[config.mk]
export PLATFORM = sky130hd
export DESIGN_NAME = cce_ra_ram
export DESIGN_NICKNAME = d
export VERILOG_FILES = /design/src/rtl/cce_ra_ram.sv
export SDC_FILE = /design/constraint.sdc
export NUM_CORES = 1
export LEC_CHECK = 0
export ABC_AREA = 1
export CAP_MARGIN = 20
export CORE_ASPECT_RATIO = 1.75
export CORE_MARGIN = 5
export CORE_UTILIZATION = 59
export DETAILED_ROUTE_END_ITERATION = 7
export DONT_BUFFER_PORTS = 1
export PLACE_DENSITY = 0.75
export RECOVER_POWER = 100
export SLEW_MARGIN = 20
export SYNTH_ARGS = -nofsm -noshare
export SYNTH_HDL_FRONTEND = slang
export SYNTH_SLANG_ARGS = --single-unit
[constraint.sdc]
create_clock -name clk -period 4.53 [get_ports clk]
set_clock_uncertainty 0.15 [all_clocks]
set_input_delay 0.453 -clock clk [delete_from_list [all_inputs] [get_ports clk]]
set_output_delay 0.453 -clock clk [all_outputs]
set_load 0.03 [all_outputs]
[src/rtl/cce_ra_ram.sv]
// Generic single write port, single read port RAM with registered read data.
// No dependencies.
module cce_ra_ram #(
	parameter int WIDTH = 8,
	parameter int DEPTH = 64
) (
	input  logic                     clk,
	input  logic                     we,
	input  logic [$clog2(DEPTH)-1:0] waddr,
	input  logic [WIDTH-1:0]         wdata,
	input  logic [$clog2(DEPTH)-1:0] raddr,
	output logic [WIDTH-1:0]         rdata
);

	logic [WIDTH-1:0] mem [DEPTH];

	always_ff @(posedge clk) begin
		if (we) begin
			mem[waddr] <= wdata;
		end
		rdata <= mem[raddr];
	end

endmodule

==> results of run 1 <==
[final cells by class]
| type | instances | area [sq um] | share of cell area, % |
|---|---|---|---|
| flip-flops and latches | 520 | 15530 | 68.18 |
| multi-input cells | 1160 | 4946 | 21.71 |
| clock buffers | 50 | 1102 | 4.838 |
| well taps | 470 | 588.1 | 2.581 |
| clock inverters | 27 | 371.6 | 1.631 |
| repair buffers | 28 | 188.9 | 0.8292 |
| inverters | 12 | 52.55 | 0.2306 |
[per-stage QoR]
step / worst slack (ps) / cell area (sq um) / power (mW) / std cells
floorplan: 2161 / 21340 / 5.829 / 1805
global placement: 1867 / 21250 / 5.844 / 2177
detailed placement: 1782 / 21250 / 5.853 / 2177
CTS: 2084 / 22980 / 9.796 / 2266
global route: 1159 / 22780 / 10.05 / 2267
finish: 1268 / 22780 / 9.784 / 2267
[path summary, 6_finish.rpt]
check / to / cells past startpoint / slack [ps]
max: mem[34][4]$_DFFE_PP_ / 1 / 1270
min: rdata[4]$_DFF_P_ / 4 / 5
min reg2reg: rdata[5]$_DFF_P_ / 8 / 650
max reg2reg: rdata[2]$_DFF_P_ / 9 / 2630
[kinds of logic (layout without fill, tap and decap cells)]
logic type / Yosys count / after routing / synth area share [%]
simple gates: 1160 / 1160 / 23.18
flops: 520 / 520 / 72.80
buf+inv: 125 / 117 / 4.022
[state kept, by name, indices dropped and copies added (netlist names)]
name,cells
rdata,8
mem,512
[power groups by stage]
stage | logic (mW) | registers [mW] | clock network [mW]
4_1_cts | 0.502 | 5.36 | 3.94
3_3_place_gp | 0.380 | 5.46 | 0
6_report | 0.487 | 5.37 | 3.92
3_5_place_dp | 0.389 | 5.46 | 0
5_1_grt | 0.538 | 5.37 | 4.14
2_1_floorplan | 0.374 | 5.45 | 0
[per-layer routing]
| metal | global-route usage, % | up-vias | share of wire [%] |
|---|---|---|---|
| met5 | 0 | - | 0.026 |
| met4 | 11.27 | 2 | 4.9 |
| met3 | 4.812 | 160 | 8.9 |
| met2 | 43.91 | 686 | 51 |
| met1 | 29.65 | 6535 | 35 |
| li1 | - | 6247 | - |
[cells in the final DEF, fill, tap and decap left out]
master,n
sky130_fd_sc_hd__clkinv_1,7
sky130_fd_sc_hd__clkbuf_16,43
sky130_fd_sc_hd__nand3_1,439
sky130_fd_sc_hd__inv_6,2
sky130_fd_sc_hd__clkbuf_1,24
sky130_fd_sc_hd__nor4_1,8
sky130_fd_sc_hd__clkinv_2,5
sky130_fd_sc_hd__inv_2,1
sky130_fd_sc_hd__inv_1,9
sky130_fd_sc_hd__buf_16,1
sky130_fd_sc_hd__clkinvlp_4,2
sky130_fd_sc_hd__buf_4,5
sky130_fd_sc_hd__bufinv_16,9
sky130_fd_sc_hd__buf_12,1
sky130_fd_sc_hd__dfxtp_1,8
sky130_fd_sc_hd__nand2_1,648
sky130_fd_sc_hd__dlygate4sd3_1,4
sky130_fd_sc_hd__nor2_1,56
sky130_fd_sc_hd__clkinv_4,3
sky130_fd_sc_hd__nand4_1,9
sky130_fd_sc_hd__edfxtp_1,512
sky130_fd_sc_hd__inv_4,1
==> metrics.txt, run 1 <==
# TYPE chip_impl_metric gauge
chip_impl_info{name="result_of_the_run",value="finished, violations left"} 1
chip_impl_info{name="failed_checks",value="max-capacitance violations, max-slew violations"} 1
chip_impl_metric{name="critPathRequiredTime",unit="ps"} 4230
chip_impl_metric{name="final-setup-viol-count",unit=""} 0
chip_impl_metric{name="yosys_warnings",unit=""} 0
chip_impl_info{name="min_delay_path_class",value="in2reg"} 1
chip_impl_metric{name="placement_rows",unit=""} 92
chip_impl_metric{name="vdd_drop_max",unit="uV"} 405.4
chip_impl_info{name="grt_setup_unrepaired",value="no"} 1
chip_impl_metric{name="power.density_cell_area",unit="nW/um^2"} 429.4
chip_impl_metric{name="final_core_util",unit="%"} 63.44
chip_impl_info{name="crit-reg2reg-launch",value="mem[43][2]$_DFFE_PP_"} 1
chip_impl_metric{name="htreeDepth",unit=""} 2
chip_impl_metric{name="largest_driver_fanout_on_the_critical_path",unit=""} 64
chip_impl_metric{name="vias_per_cell",unit=""} 6.012
chip_impl_metric{name="pin_count_of_the_biggest_net_entering_global_routing",unit=""} 258
chip_impl_metric{name="total_switching_power",unit="mW"} 2.058
chip_impl_metric{name="clock.fmax",unit="MHz"} 306.5
chip_impl_metric{name="share_of_layout_cells_above_drive_strength_1",unit="%"} 4.062
chip_impl_metric{name="timing.max_slew.rel_slack",unit="%"} -134.6
chip_impl_info{name="critPathTopFamily",value="buffers and inverters"} 1
chip_impl_metric{name="cts_sinks",unit=""} 520
chip_impl_metric{name="whs",unit="ps"} 4.615
chip_impl_info{name="category_of_the_most_critical_setup_path",value="in2reg"} 1
chip_impl_metric{name="route.antenna.remaining_nets",unit=""} 0
chip_impl_metric{name="netlist-cell-type-count",unit=""} 16
chip_impl_metric{name="start_util",unit="%"} 59.42
chip_impl_metric{name="place_hpwl",unit="microns"} 28310
chip_impl_metric{name="register_bit_count_reported_by_yosys",unit=""} 520
chip_impl_metric{name="finalCritPeriodShare",unit="%"} 72.02
chip_impl_metric{name="io_buffers",unit=""} 0
chip_impl_metric{name="drv_slew",unit=""} 560
chip_impl_metric{name="synth-edff-count",unit=""} 512
chip_impl_metric{name="post_drt_wl_per_cell",unit="microns"} 22.20
chip_impl_metric{name="synthesis.instances",unit=""} 1805
chip_impl_metric{name="cts_made_buffers",unit=""} 42
chip_impl_info{name="crit_path_cell_trace",value="clkbuf_1"} 1
chip_impl_metric{name="gpl.final_weighted_congestion",unit=""} 0.8530
chip_impl_info{name="critPathLaunchType",value="input port"} 1
chip_impl_metric{name="critPathBufInv",unit=""} 1
chip_impl_metric{name="layout-area-overhead-vs-synth",unit="%"} 6.772
chip_impl_metric{name="power.share.combinational",unit="%"} 5.0
chip_impl_info{name="worstSetupStartpoint",value="wdata[4]"} 1
chip_impl_metric{name="grt_first_pass_wirelength",unit="microns"} 76400
chip_impl_metric{name="grt.total_usage",unit="%"} 24.88
chip_impl_metric{name="drt_wl_total",unit="microns"} 50340
chip_impl_metric{name="cts_resized",unit=""} 0
chip_impl_metric{name="clkLatencyLatePin",unit="ps"} 570
chip_impl_metric{name="grt_pass1_vias",unit=""} 13520
chip_impl_info{name="netlist_top_cells_count",value="sky130_fd_sc_hd__nand2_1 (648), sky130_fd_sc_hd__edfxtp_1 (512), sky130_fd_sc_hd__nand3_1 (439), sky130_fd_sc_hd__nor2_1 (56), sky130_fd_sc_hd__buf_2 (37)"} 1
chip_impl_info{name="tritoncts",value="yes"} 1
chip_impl_metric{name="die-area",unit="sq um"} 40220
chip_impl_info{name="top_count_cell_post_synth",value="sky130_fd_sc_hd__nand2_1"} 1
chip_impl_metric{name="share_of_yosys_cell_area_claimed_by_the_top_area_cell_type",unit="%"} 72.05
chip_impl_metric{name="drt_pre_antenna_iters",unit=""} 8
chip_impl_metric{name="final-hold-violation-count",unit=""} 0
chip_impl_info{name="crit_path_top_delay_cell",value="sky130_fd_sc_hd__clkbuf_1"} 1
chip_impl_info{name="yosys.area.top_type",value="sky130_fd_sc_hd__edfxtp_1"} 1
chip_impl_info{name="cts.root.buffer_cell",value="sky130_fd_sc_hd__clkbuf_16"} 1
chip_impl_metric{name="gr-total-overflow",unit=""} 0
chip_impl_metric{name="detail_route.drc_violations",unit=""} 0
chip_impl_metric{name="die_width",unit="microns"} 153.8
chip_impl_metric{name="mappedNetlistArea",unit="sq um"} 21340
chip_impl_metric{name="netSwitchingFraction",unit="%"} 21.04
chip_impl_metric{name="n_fill_cell",unit=""} 2713
chip_impl_metric{name="initial_antenna_violation_count",unit=""} 1
chip_impl_metric{name="fin_crit",unit="ps"} 3262
chip_impl_metric{name="core",unit="sq um"} 35910
chip_impl_metric{name="drt-initial-drc-count",unit=""} 1392
chip_impl_metric{name="synth-seq-area-share",unit="%"} 72.80
chip_impl_metric{name="fin_nets",unit=""} 1786
chip_impl_metric{name="critical_path.max_stage_delay",unit="ps"} 2420
chip_impl_metric{name="clk_path_buf_depth",unit=""} 3
chip_impl_metric{name="antennaDiodeCount",unit=""} 0
chip_impl_metric{name="fin_setup_tns",unit="ps"} 0
chip_impl_metric{name="syn_area_per_cell",unit="sq um"} 11.82
chip_impl_metric{name="route.vias.total",unit=""} 13630
chip_impl_metric{name="worst_tran_pin_value",unit="ps"} 3520
chip_impl_metric{name="max_cap_viol_count",unit=""} 9
chip_impl_metric{name="crit_arrival",unit="ps"} 2960
chip_impl_metric{name="synthesis.nets",unit=""} 1827
chip_impl_metric{name="power_frac_seq",unit="%"} 54.9
chip_impl_info{name="worst_hold_startpoint",value="raddr[3]"} 1
chip_impl_metric{name="postCtsSetupRepairBufs",unit=""} 0
chip_impl_metric{name="die-height",unit="microns"} 261.6
chip_impl_info{name="synth_flop_cell",value="sky130_fd_sc_hd__edfxtp_1"} 1
chip_impl_metric{name="power.share.clock",unit="%"} 40.1
chip_impl_metric{name="async_reset_ff_share",unit="%"} 0
chip_impl_metric{name="internal-power",unit="mW"} 7.726
chip_impl_info{name="critPathCaptureType",value="flip-flop"} 1
chip_impl_metric{name="io_pins",unit=""} 30
chip_impl_info{name="cell_types_occupying_the_most_area_after_synthesis",value="sky130_fd_sc_hd__edfxtp_1 (72%), sky130_fd_sc_hd__nand2_1 (11%), sky130_fd_sc_hd__nand3_1 (10%), sky130_fd_sc_hd__buf_6 (1.8%), sky130_fd_sc_hd__nor2_1 (0.99%)"} 1
chip_impl_metric{name="path_clk_slew",unit="ps"} 70
chip_impl_metric{name="holdBufCountCts",unit=""} 12
chip_impl_metric{name="total_leakage_power",unit="nW"} 8.043
No activity file was read; power rests on OpenSTA's default activity.
==> run 2: changes to the inputs <==
Clock period 4.53 ns to 3.06 ns, I/O delays scaled along.
==> run 2 against run 1 <==
The flow still finishes with violations (max-capacitance violations, max-slew violations). Worst hold slack gained 60 ps. Largest cell class unchanged. Largest power group unchanged. Count of clock-buffer cells in the layout grew 3. Sequential power grew 48%. Sequential share of layout area shrank 0.87 points. Cell count grew 2.5%. Sequential cell count is the same. Clock power grew 41%. Worst setup slack lost 1200 ps. Highest routed layer is now met4. Register-to-register slack lost 2100 ps. Global-route usage grew 1.1 points.
==> metrics.txt, run 2 (synthesized netlist as in run 1, its figures left out) <==
# TYPE chip_impl_metric gauge
chip_impl_info{name="critPathCaptureType",value="flip-flop"} 1
chip_impl_info{name="worstReg2RegEnd",value="rdata[5]$_DFF_P_"} 1
chip_impl_info{name="top_register",value="mem"} 1
chip_impl_metric{name="finalCritPeriodShare",unit="%"} 98.50
chip_impl_metric{name="n_fill_cell",unit=""} 2675
chip_impl_metric{name="route.antenna.remaining_nets",unit=""} 0
chip_impl_metric{name="io_buffers",unit=""} 0
chip_impl_metric{name="final_cells",unit=""} 2324
chip_impl_metric{name="globalRouteMet2Util",unit="%"} 45.83
chip_impl_metric{name="fin_crit",unit="ps"} 3014
chip_impl_metric{name="timing.max_slew.rel_slack",unit="%"} -17.32
chip_impl_info{name="cts.root.buffer_cell",value="sky130_fd_sc_hd__clkbuf_16"} 1
chip_impl_metric{name="grt_pass1_vias",unit=""} 13700
chip_impl_metric{name="drt_wl_total",unit="microns"} 51890
chip_impl_metric{name="postCtsSetupRepairBufs",unit=""} 0
chip_impl_metric{name="total_leakage_power",unit="nW"} 8.183
chip_impl_info{name="worst_hold_startpoint",value="raddr[3]"} 1
chip_impl_metric{name="fin_setup_tns",unit="ps"} 0
chip_impl_metric{name="place_hpwl",unit="microns"} 29580
chip_impl_metric{name="largest_reg_flops",unit=""} 512
chip_impl_info{name="result_of_the_run",value="finished, violations left"} 1
chip_impl_metric{name="die-area",unit="sq um"} 40220
chip_impl_metric{name="layout-area-overhead-vs-synth",unit="%"} 8.156
chip_impl_metric{name="initial_antenna_violation_count",unit=""} 1
chip_impl_metric{name="power.share.clock",unit="%"} 38.8
chip_impl_metric{name="placedCellCount",unit=""} 2220
chip_impl_metric{name="critical_path.max_stage_delay",unit="ps"} 560
chip_impl_metric{name="placement_rows",unit=""} 92
chip_impl_metric{name="drt_pre_antenna_iters",unit=""} 7
chip_impl_metric{name="drt-initial-drc-count",unit=""} 1564
chip_impl_info{name="biggestRegsByFlops",value="mem (512), rdata (8)"} 1
chip_impl_metric{name="worst_tran_pin_value",unit="ps"} 1760
chip_impl_metric{name="start_util",unit="%"} 59.42
chip_impl_info{name="critPathLaunchType",value="input port"} 1
chip_impl_metric{name="cts_resized",unit=""} 0
chip_impl_metric{name="drv_slew",unit=""} 520
chip_impl_metric{name="gpl.final_weighted_congestion",unit=""} 0.8707
chip_impl_metric{name="holdBufCountCts",unit=""} 23
chip_impl_metric{name="gr-usage-met1",unit="%"} 30.53
chip_impl_metric{name="cts_sinks",unit=""} 520
chip_impl_metric{name="power.density_cell_area",unit="nW/um^2"} 617.9
chip_impl_metric{name="timing.reg2reg.worst_path_depth",unit=""} 10
chip_impl_info{name="crit-reg2reg-launch",value="mem[35][5]$_DFFE_PP_"} 1
chip_impl_metric{name="crit_arrival",unit="ps"} 3360
chip_impl_metric{name="max_cap_viol_count",unit=""} 8
chip_impl_metric{name="netSwitchingFraction",unit="%"} 21.29
chip_impl_info{name="gr-max-usage-layer",value="met2"} 1
chip_impl_metric{name="met3_usage",unit="%"} 4.266
chip_impl_info{name="crit_path_top_delay_cell",value="sky130_fd_sc_hd__dlygate4sd3_1"} 1
chip_impl_metric{name="clock.fmax",unit="MHz"} 331.8
chip_impl_info{name="layout_common_cells",value="sky130_fd_sc_hd__nand2_1 (648), sky130_fd_sc_hd__edfxtp_1 (512), sky130_fd_sc_hd__nand3_1 (439), sky130_fd_sc_hd__nor2_1 (56), sky130_fd_sc_hd__clkbuf_1 (53)"} 1
chip_impl_metric{name="grt_first_pass_wirelength",unit="microns"} 78770
chip_impl_metric{name="core",unit="sq um"} 35910
chip_impl_info{name="tritoncts",value="yes"} 1
chip_impl_metric{name="holdPathStages",unit=""} 4
chip_impl_metric{name="internal-power",unit="mW"} 11.22
chip_impl_info{name="critPathTopFamily",value="buffers and inverters"} 1
chip_impl_metric{name="setup.reg_to_reg.worst_slack",unit="ps"} 560
chip_impl_metric{name="power_frac_seq",unit="%"} 55.7
chip_impl_info{name="failed_checks",value="max-capacitance violations, max-slew violations"} 1
chip_impl_metric{name="power.share.combinational",unit="%"} 5.4
chip_impl_metric{name="io_pins",unit=""} 30
chip_impl_info{name="category_of_the_most_critical_setup_path",value="in2reg"} 1
chip_impl_info{name="min_delay_path_class",value="in2reg"} 1
chip_impl_metric{name="vias_per_cell",unit=""} 5.955
chip_impl_metric{name="route.vias.total",unit=""} 13840
chip_impl_metric{name="fin_nets",unit=""} 1841
chip_impl_metric{name="htreeDepth",unit=""} 2
chip_impl_metric{name="total_switching_power",unit="mW"} 3.036
chip_impl_metric{name="share_of_layout_cells_above_drive_strength_1",unit="%"} 4.857
chip_impl_metric{name="clk_path_buf_depth",unit=""} 3
chip_impl_metric{name="post_drt_wl_per_cell",unit="microns"} 22.33
chip_impl_metric{name="detail_route.drc_violations",unit=""} 0
chip_impl_info{name="worst_hold_path.endpoint",value="rdata[2]$_DFF_P_"} 1
chip_impl_metric{name="gr-total-overflow",unit=""} 0
chip_impl_metric{name="grt.total_usage",unit="%"} 25.94
chip_impl_metric{name="clkLatencyLatePin",unit="ps"} 560
chip_impl_metric{name="final-setup-viol-count",unit=""} 0
chip_impl_metric{name="critPathRequiredTime",unit="ps"} 3410
chip_impl_metric{name="path_clk_slew",unit="ps"} 60
chip_impl_metric{name="die_width",unit="microns"} 153.8
chip_impl_metric{name="critPathBufInv",unit=""} 4
chip_impl_metric{name="final-hold-violation-count",unit=""} 0
chip_impl_info{name="crit_path_cell_trace",value="inv_6, buf_12, nand2_1, nand3_1, nand3_1, nand2_1, nand2_1, nand3_1, nand3_1, dlygate4sd3_1, nand2_1, dlygate4sd3_1"} 1
chip_impl_metric{name="vdd_drop_max",unit="uV"} 482.8
chip_impl_metric{name="die-height",unit="microns"} 261.6
chip_impl_metric{name="cts_made_buffers",unit=""} 43
chip_impl_info{name="grt_setup_unrepaired",value="no"} 1
chip_impl_metric{name="largest_driver_fanout_on_the_critical_path",unit=""} 257
chip_impl_info{name="layout.cells.most_common",value="sky130_fd_sc_hd__nand2_1"} 1
chip_impl_metric{name="pin_count_of_the_biggest_net_entering_global_routing",unit=""} 258
## run 2: metal layers
layer,vias up,part of all wire [%]
met3,171,8.7
met5,-,0
li1,6368,-
met1,6593,34
met4,0,5.9
met2,708,51
## run 2: worst max-delay path by stage
stage / startpoint / to / slack (ps) / cells after the start
2_1_floorplan: we / mem[48][0]$_DFFE_PP_ / 840 / 3
3_3_place_gp: waddr[1] / mem[41][6]$_DFFE_PP_ / 860 / 3
3_5_place_dp: waddr[1] / mem[41][4]$_DFFE_PP_ / 790 / 3
4_1_cts: raddr[3] / rdata[6]$_DFF_P_ / 350 / 7
5_1_grt: raddr[0] / rdata[6]$_DFF_P_ / 260 / 12
6_report: raddr[0] / rdata[6]$_DFF_P_ / 50 / 12
## run 2: power groups by stage
stage	clock [mW]	sequential (mW)	combinational [mW]
after floorplan	0	8.08	0.554
after global placement	0	8.09	0.590
after detailed placement	0	8.09	0.601
after CTS	5.60	7.93	0.801
after global routing	5.89	7.95	0.845
final	5.54	7.95	0.776
## run 2: stage by stage
step | total power, mW | hold WS [ps] | cell area, sq um | setup WS (ps) | util [%]
3_3_place_gp | 8.678 | 261.1 | 21620 | 860.1 | 60.20
4_1_cts | 14.33 | 3.187 | 23440 | 345.4 | 65.26
6_report | 14.26 | 64.32 | 23080 | 45.92 | 64.26
2_1_floorplan | 8.629 | 254.9 | 21340 | 837.9 | -
5_1_grt | 14.68 | 48.97 | 23080 | 263.7 | 64.26
3_5_place_dp | 8.690 | 261.5 | 21620 | 790.0 | 60.20
## run 2: worst reg2reg max path, delay by kind of cell, from the launching register on
family	cells	cell delay [ps]
DFF	1	350
buffers and inverters	2	1100
and+or+nand+nor	8	790
## run 2: layout make-up
class	instances	area, sq um	area share, %
Sequential cell	520	15530	67.31
Tap cell	470	588.1	2.548
Multi-Input combinational cell	1160	4946	21.43
Timing Repair Buffer	82	509.2	2.206
Antenna cell	1	2.502	0.01084
Clock inverter	26	216.5	0.9379
Inverter	12	52.55	0.2277
Clock buffer	53	1230	5.329
==> run 3: changes to the inputs <==
Settings changed: CORE_UTILIZATION 59 to 60, PLACE_DENSITY 0.75 to 0.76.
==> run 3 against run 2 <==
The flow still finishes with violations (max-capacitance violations, max-slew violations). Global-route usage is 0.19 points lower. Non-clock buffer count is 11 higher. Combinational power is 0.5% higher. Design area is 0.53% lower. Sequential share of layout area is 0.36 points higher. Count of clock-buffer cells in the layout stayed put. Worst hold slack worse by 7.3 ps. Maximum frequency is 5.2% higher. Cell count hardly changed. Clock power is 7.2% lower. Critical path type unchanged. Largest cell class unchanged.
==> metrics.txt, run 3 (synthesized netlist as in run 1, its figures left out) <==
# TYPE chip_impl_metric gauge
chip_impl_info{name="category_of_the_most_critical_setup_path",value="in2reg"} 1
chip_impl_metric{name="placement_rows",unit=""} 91
chip_impl_metric{name="io_buffers",unit=""} 0
chip_impl_metric{name="critical_path.max_stage_delay",unit="ps"} 1230
chip_impl_metric{name="route.vias.total",unit=""} 13820
chip_impl_metric{name="largest_driver_fanout_on_the_critical_path",unit=""} 22
chip_impl_info{name="layout_common_cells",value="sky130_fd_sc_hd__nand2_1 (648), sky130_fd_sc_hd__edfxtp_1 (512), sky130_fd_sc_hd__nand3_1 (439), sky130_fd_sc_hd__clkbuf_1 (66), sky130_fd_sc_hd__nor2_1 (56)"} 1
chip_impl_metric{name="seq_area",unit="sq um"} 15530
chip_impl_metric{name="fin_setup_tns",unit="ps"} 0
chip_impl_metric{name="critPathBufInv",unit=""} 3
chip_impl_info{name="critPathLaunchType",value="input port"} 1
chip_impl_info{name="top_register",value="mem"} 1
chip_impl_metric{name="dpl_worst_slack",unit="ps"} 689.3
chip_impl_info{name="crit_path_cell_trace",value="dlygate4sd3_1, nand2_1, nand3_1, nand3_1, dlygate4sd3_1, nand2_1, dlygate4sd3_1"} 1
chip_impl_metric{name="drv_slew",unit=""} 520
chip_impl_info{name="cts.root.buffer_cell",value="sky130_fd_sc_hd__clkbuf_16"} 1
chip_impl_metric{name="vias_per_cell",unit=""} 5.951
chip_impl_metric{name="critPathRequiredTime",unit="ps"} 3390
chip_impl_metric{name="cts_resized",unit=""} 0
chip_impl_metric{name="clock.fmax",unit="MHz"} 349.1
chip_impl_info{name="grt_setup_unrepaired",value="no"} 1
chip_impl_info{name="crit-reg2reg-launch",value="mem[59][4]$_DFFE_PP_"} 1
chip_impl_metric{name="total_leakage_power",unit="nW"} 8.124
chip_impl_info{name="worstReg2RegEnd",value="rdata[4]$_DFF_P_"} 1
chip_impl_metric{name="holdPathStages",unit=""} 4
chip_impl_metric{name="setup.reg_to_reg.worst_slack",unit="ps"} 530
chip_impl_metric{name="gr-total-overflow",unit=""} 0
chip_impl_info{name="critical_path.most_common_cell",value="sky130_fd_sc_hd__dlygate4sd3_1"} 1
chip_impl_metric{name="drt_pre_antenna_iters",unit=""} 6
chip_impl_info{name="tritoncts",value="yes"} 1
chip_impl_metric{name="largest_reg_flops",unit=""} 512
chip_impl_metric{name="dpl-instance-area",unit="sq um"} 21680
chip_impl_metric{name="clk_path_buf_depth",unit=""} 3
chip_impl_metric{name="crit_arrival",unit="ps"} 3200
chip_impl_metric{name="grt_first_pass_wirelength",unit="microns"} 77690
chip_impl_info{name="failed_checks",value="max-capacitance violations, max-slew violations"} 1
chip_impl_info{name="result_of_the_run",value="finished, violations left"} 1
chip_impl_metric{name="finalCritPeriodShare",unit="%"} 93.62
chip_impl_info{name="layout.cells.most_common",value="sky130_fd_sc_hd__nand2_1"} 1
chip_impl_metric{name="multi_input_combinational_cell_area",unit="sq um"} 4946
chip_impl_metric{name="totalPowerFinal",unit="mW"} 13.85
chip_impl_metric{name="cts_sinks",unit=""} 520
chip_impl_metric{name="initial_antenna_violation_count",unit=""} 0
chip_impl_metric{name="io_pins",unit=""} 30
chip_impl_metric{name="final_critical_path_setup_slack",unit="ps"} 195.2
chip_impl_metric{name="worst_tran_pin_value",unit="ps"} 1662
chip_impl_metric{name="grt.total_usage",unit="%"} 25.75
chip_impl_metric{name="gr-usage-met1",unit="%"} 31.36
chip_impl_metric{name="globalRouteMet2Util",unit="%"} 44.10
chip_impl_metric{name="timing.max_slew.rel_slack",unit="%"} -10.83
chip_impl_metric{name="vdd_drop_max",unit="uV"} 330.0
chip_impl_info{name="critPathCaptureType",value="flip-flop"} 1
chip_impl_metric{name="antennaDiodeCount",unit=""} 0
chip_impl_metric{name="die-height",unit="microns"} 259.5
chip_impl_metric{name="core",unit="sq um"} 35180
chip_impl_metric{name="detail_route.drc_violations",unit=""} 0
chip_impl_info{name="gr-max-usage-layer",value="met2"} 1
chip_impl_info{name="worst_hold_startpoint",value="raddr[3]"} 1
chip_impl_metric{name="clkLatencyLatePin",unit="ps"} 540
chip_impl_metric{name="cts_made_buffers",unit=""} 42
chip_impl_info{name="min_delay_path_class",value="in2reg"} 1
chip_impl_metric{name="timing.reg2reg.worst_path_depth",unit=""} 10
chip_impl_metric{name="post_drt_wl_per_cell",unit="microns"} 22.17
chip_impl_info{name="crit_path_top_delay_cell",value="sky130_fd_sc_hd__dlygate4sd3_1"} 1
chip_impl_metric{name="final_cells",unit=""} 2322
chip_impl_metric{name="max_cap_viol_count",unit=""} 8
chip_impl_metric{name="final-hold-violation-count",unit=""} 0
chip_impl_metric{name="share_of_layout_cells_above_drive_strength_1",unit="%"} 4.200
chip_impl_metric{name="pin_count_of_the_biggest_net_entering_global_routing",unit=""} 258
chip_impl_metric{name="fin_crit",unit="ps"} 2865
chip_impl_metric{name="die-area",unit="sq um"} 39590
chip_impl_metric{name="power.density_cell_area",unit="nW/um^2"} 603.5
chip_impl_info{name="worst_hold_path.endpoint",value="rdata[5]$_DFF_P_"} 1
chip_impl_metric{name="place_hpwl",unit="microns"} 29870
chip_impl_metric{name="finish.instance_area",unit="sq um"} 22960
chip_impl_metric{name="route.antenna.remaining_nets",unit=""} 0
chip_impl_metric{name="grt_pass1_vias",unit=""} 13270
chip_impl_metric{name="start_util",unit="%"} 60.65
chip_impl_metric{name="final-setup-viol-count",unit=""} 0
chip_impl_metric{name="path_clk_slew",unit="ps"} 60
chip_impl_info{name="biggestRegsByFlops",value="mem (512), rdata (8)"} 1
chip_impl_metric{name="n_fill_cell",unit=""} 2524
chip_impl_metric{name="gpl.final_weighted_congestion",unit=""} 0.9828
chip_impl_metric{name="drt_wl_total",unit="microns"} 51480
chip_impl_metric{name="fin_nets",unit=""} 1851
chip_impl_metric{name="drt-initial-drc-count",unit=""} 1614
chip_impl_metric{name="placedCellCount",unit=""} 2225
chip_impl_metric{name="layout-area-overhead-vs-synth",unit="%"} 7.581
chip_impl_info{name="critPathTopFamily",value="buffers and inverters"} 1
chip_impl_metric{name="htreeDepth",unit=""} 2
chip_impl_metric{name="met3_usage",unit="%"} 4.087
chip_impl_metric{name="die_width",unit="microns"} 152.6
## run 3: cell types whose count changed in the layout (fill, tap and decap cells not counted), sizes merged
cell         previous run  this run
clkbuf                110       117
clkinv                 20        14
buf                    10        12
clkinvlp                3         1
dlygate4sd3            15        17
diode                   1         0
inv                    12        13
## run 3: where the power goes
part / switching, mW / internal, mW
combinational: 0.571 / 0.209
sequential: 0.0485 / 7.89
clock: 2.31 / 2.83
total: 2.93 / 10.9
## run 3: worst min-delay path: cells and delay by family
family	cells	cell delay (ps)
and+or+nand+nor	4	390
## run 3: layer usage
layer,wire (microns),part of all wire (%),vias to the layer above
met2,26030,51,720
met1,17680,34,6543
met3,4422,8.6,179
met5,0,0,-
met4,3347,6.5,0
li1,-,-,6376
## run 3: stage by stage
step           hold WS (ps)  utilization [%]
6_report              57.00            65.25
3_5_place_dp          261.8            61.61
3_3_place_gp          261.9            61.61
4_1_cts               1.504            66.33
2_1_floorplan         254.9                -
5_1_grt               48.19            65.25
## run 3: worst max path at each step
stage,from,end,slack [ps],cells past startpoint
floorplan,we,mem[48][0]$_DFFE_PP_,840,3
global placement,waddr[0],mem[24][3]$_DFFE_PP_,730,3
detailed placement,waddr[0],mem[24][2]$_DFFE_PP_,690,3
CTS,raddr[3],rdata[4]$_DFF_P_,350,7
global route,raddr[3],rdata[4]$_DFF_P_,230,7
finish,raddr[3],rdata[4]$_DFF_P_,200,7
## run 3: cell type report
cell class	instances	area share (%)
clock buffers	53	4.851
clock inverters	19	0.7303
inverters	12	0.2289
multi-input cells	1160	21.54
flip-flops and latches	520	67.67
well taps	465	2.534
repair buffers	93	2.442
## run 3: timing repair
item | in CTS | in global routing
hold buffers | 24 | 1
hold endpoints to repair | 557 | 4
buffers inserted | 0 | 0
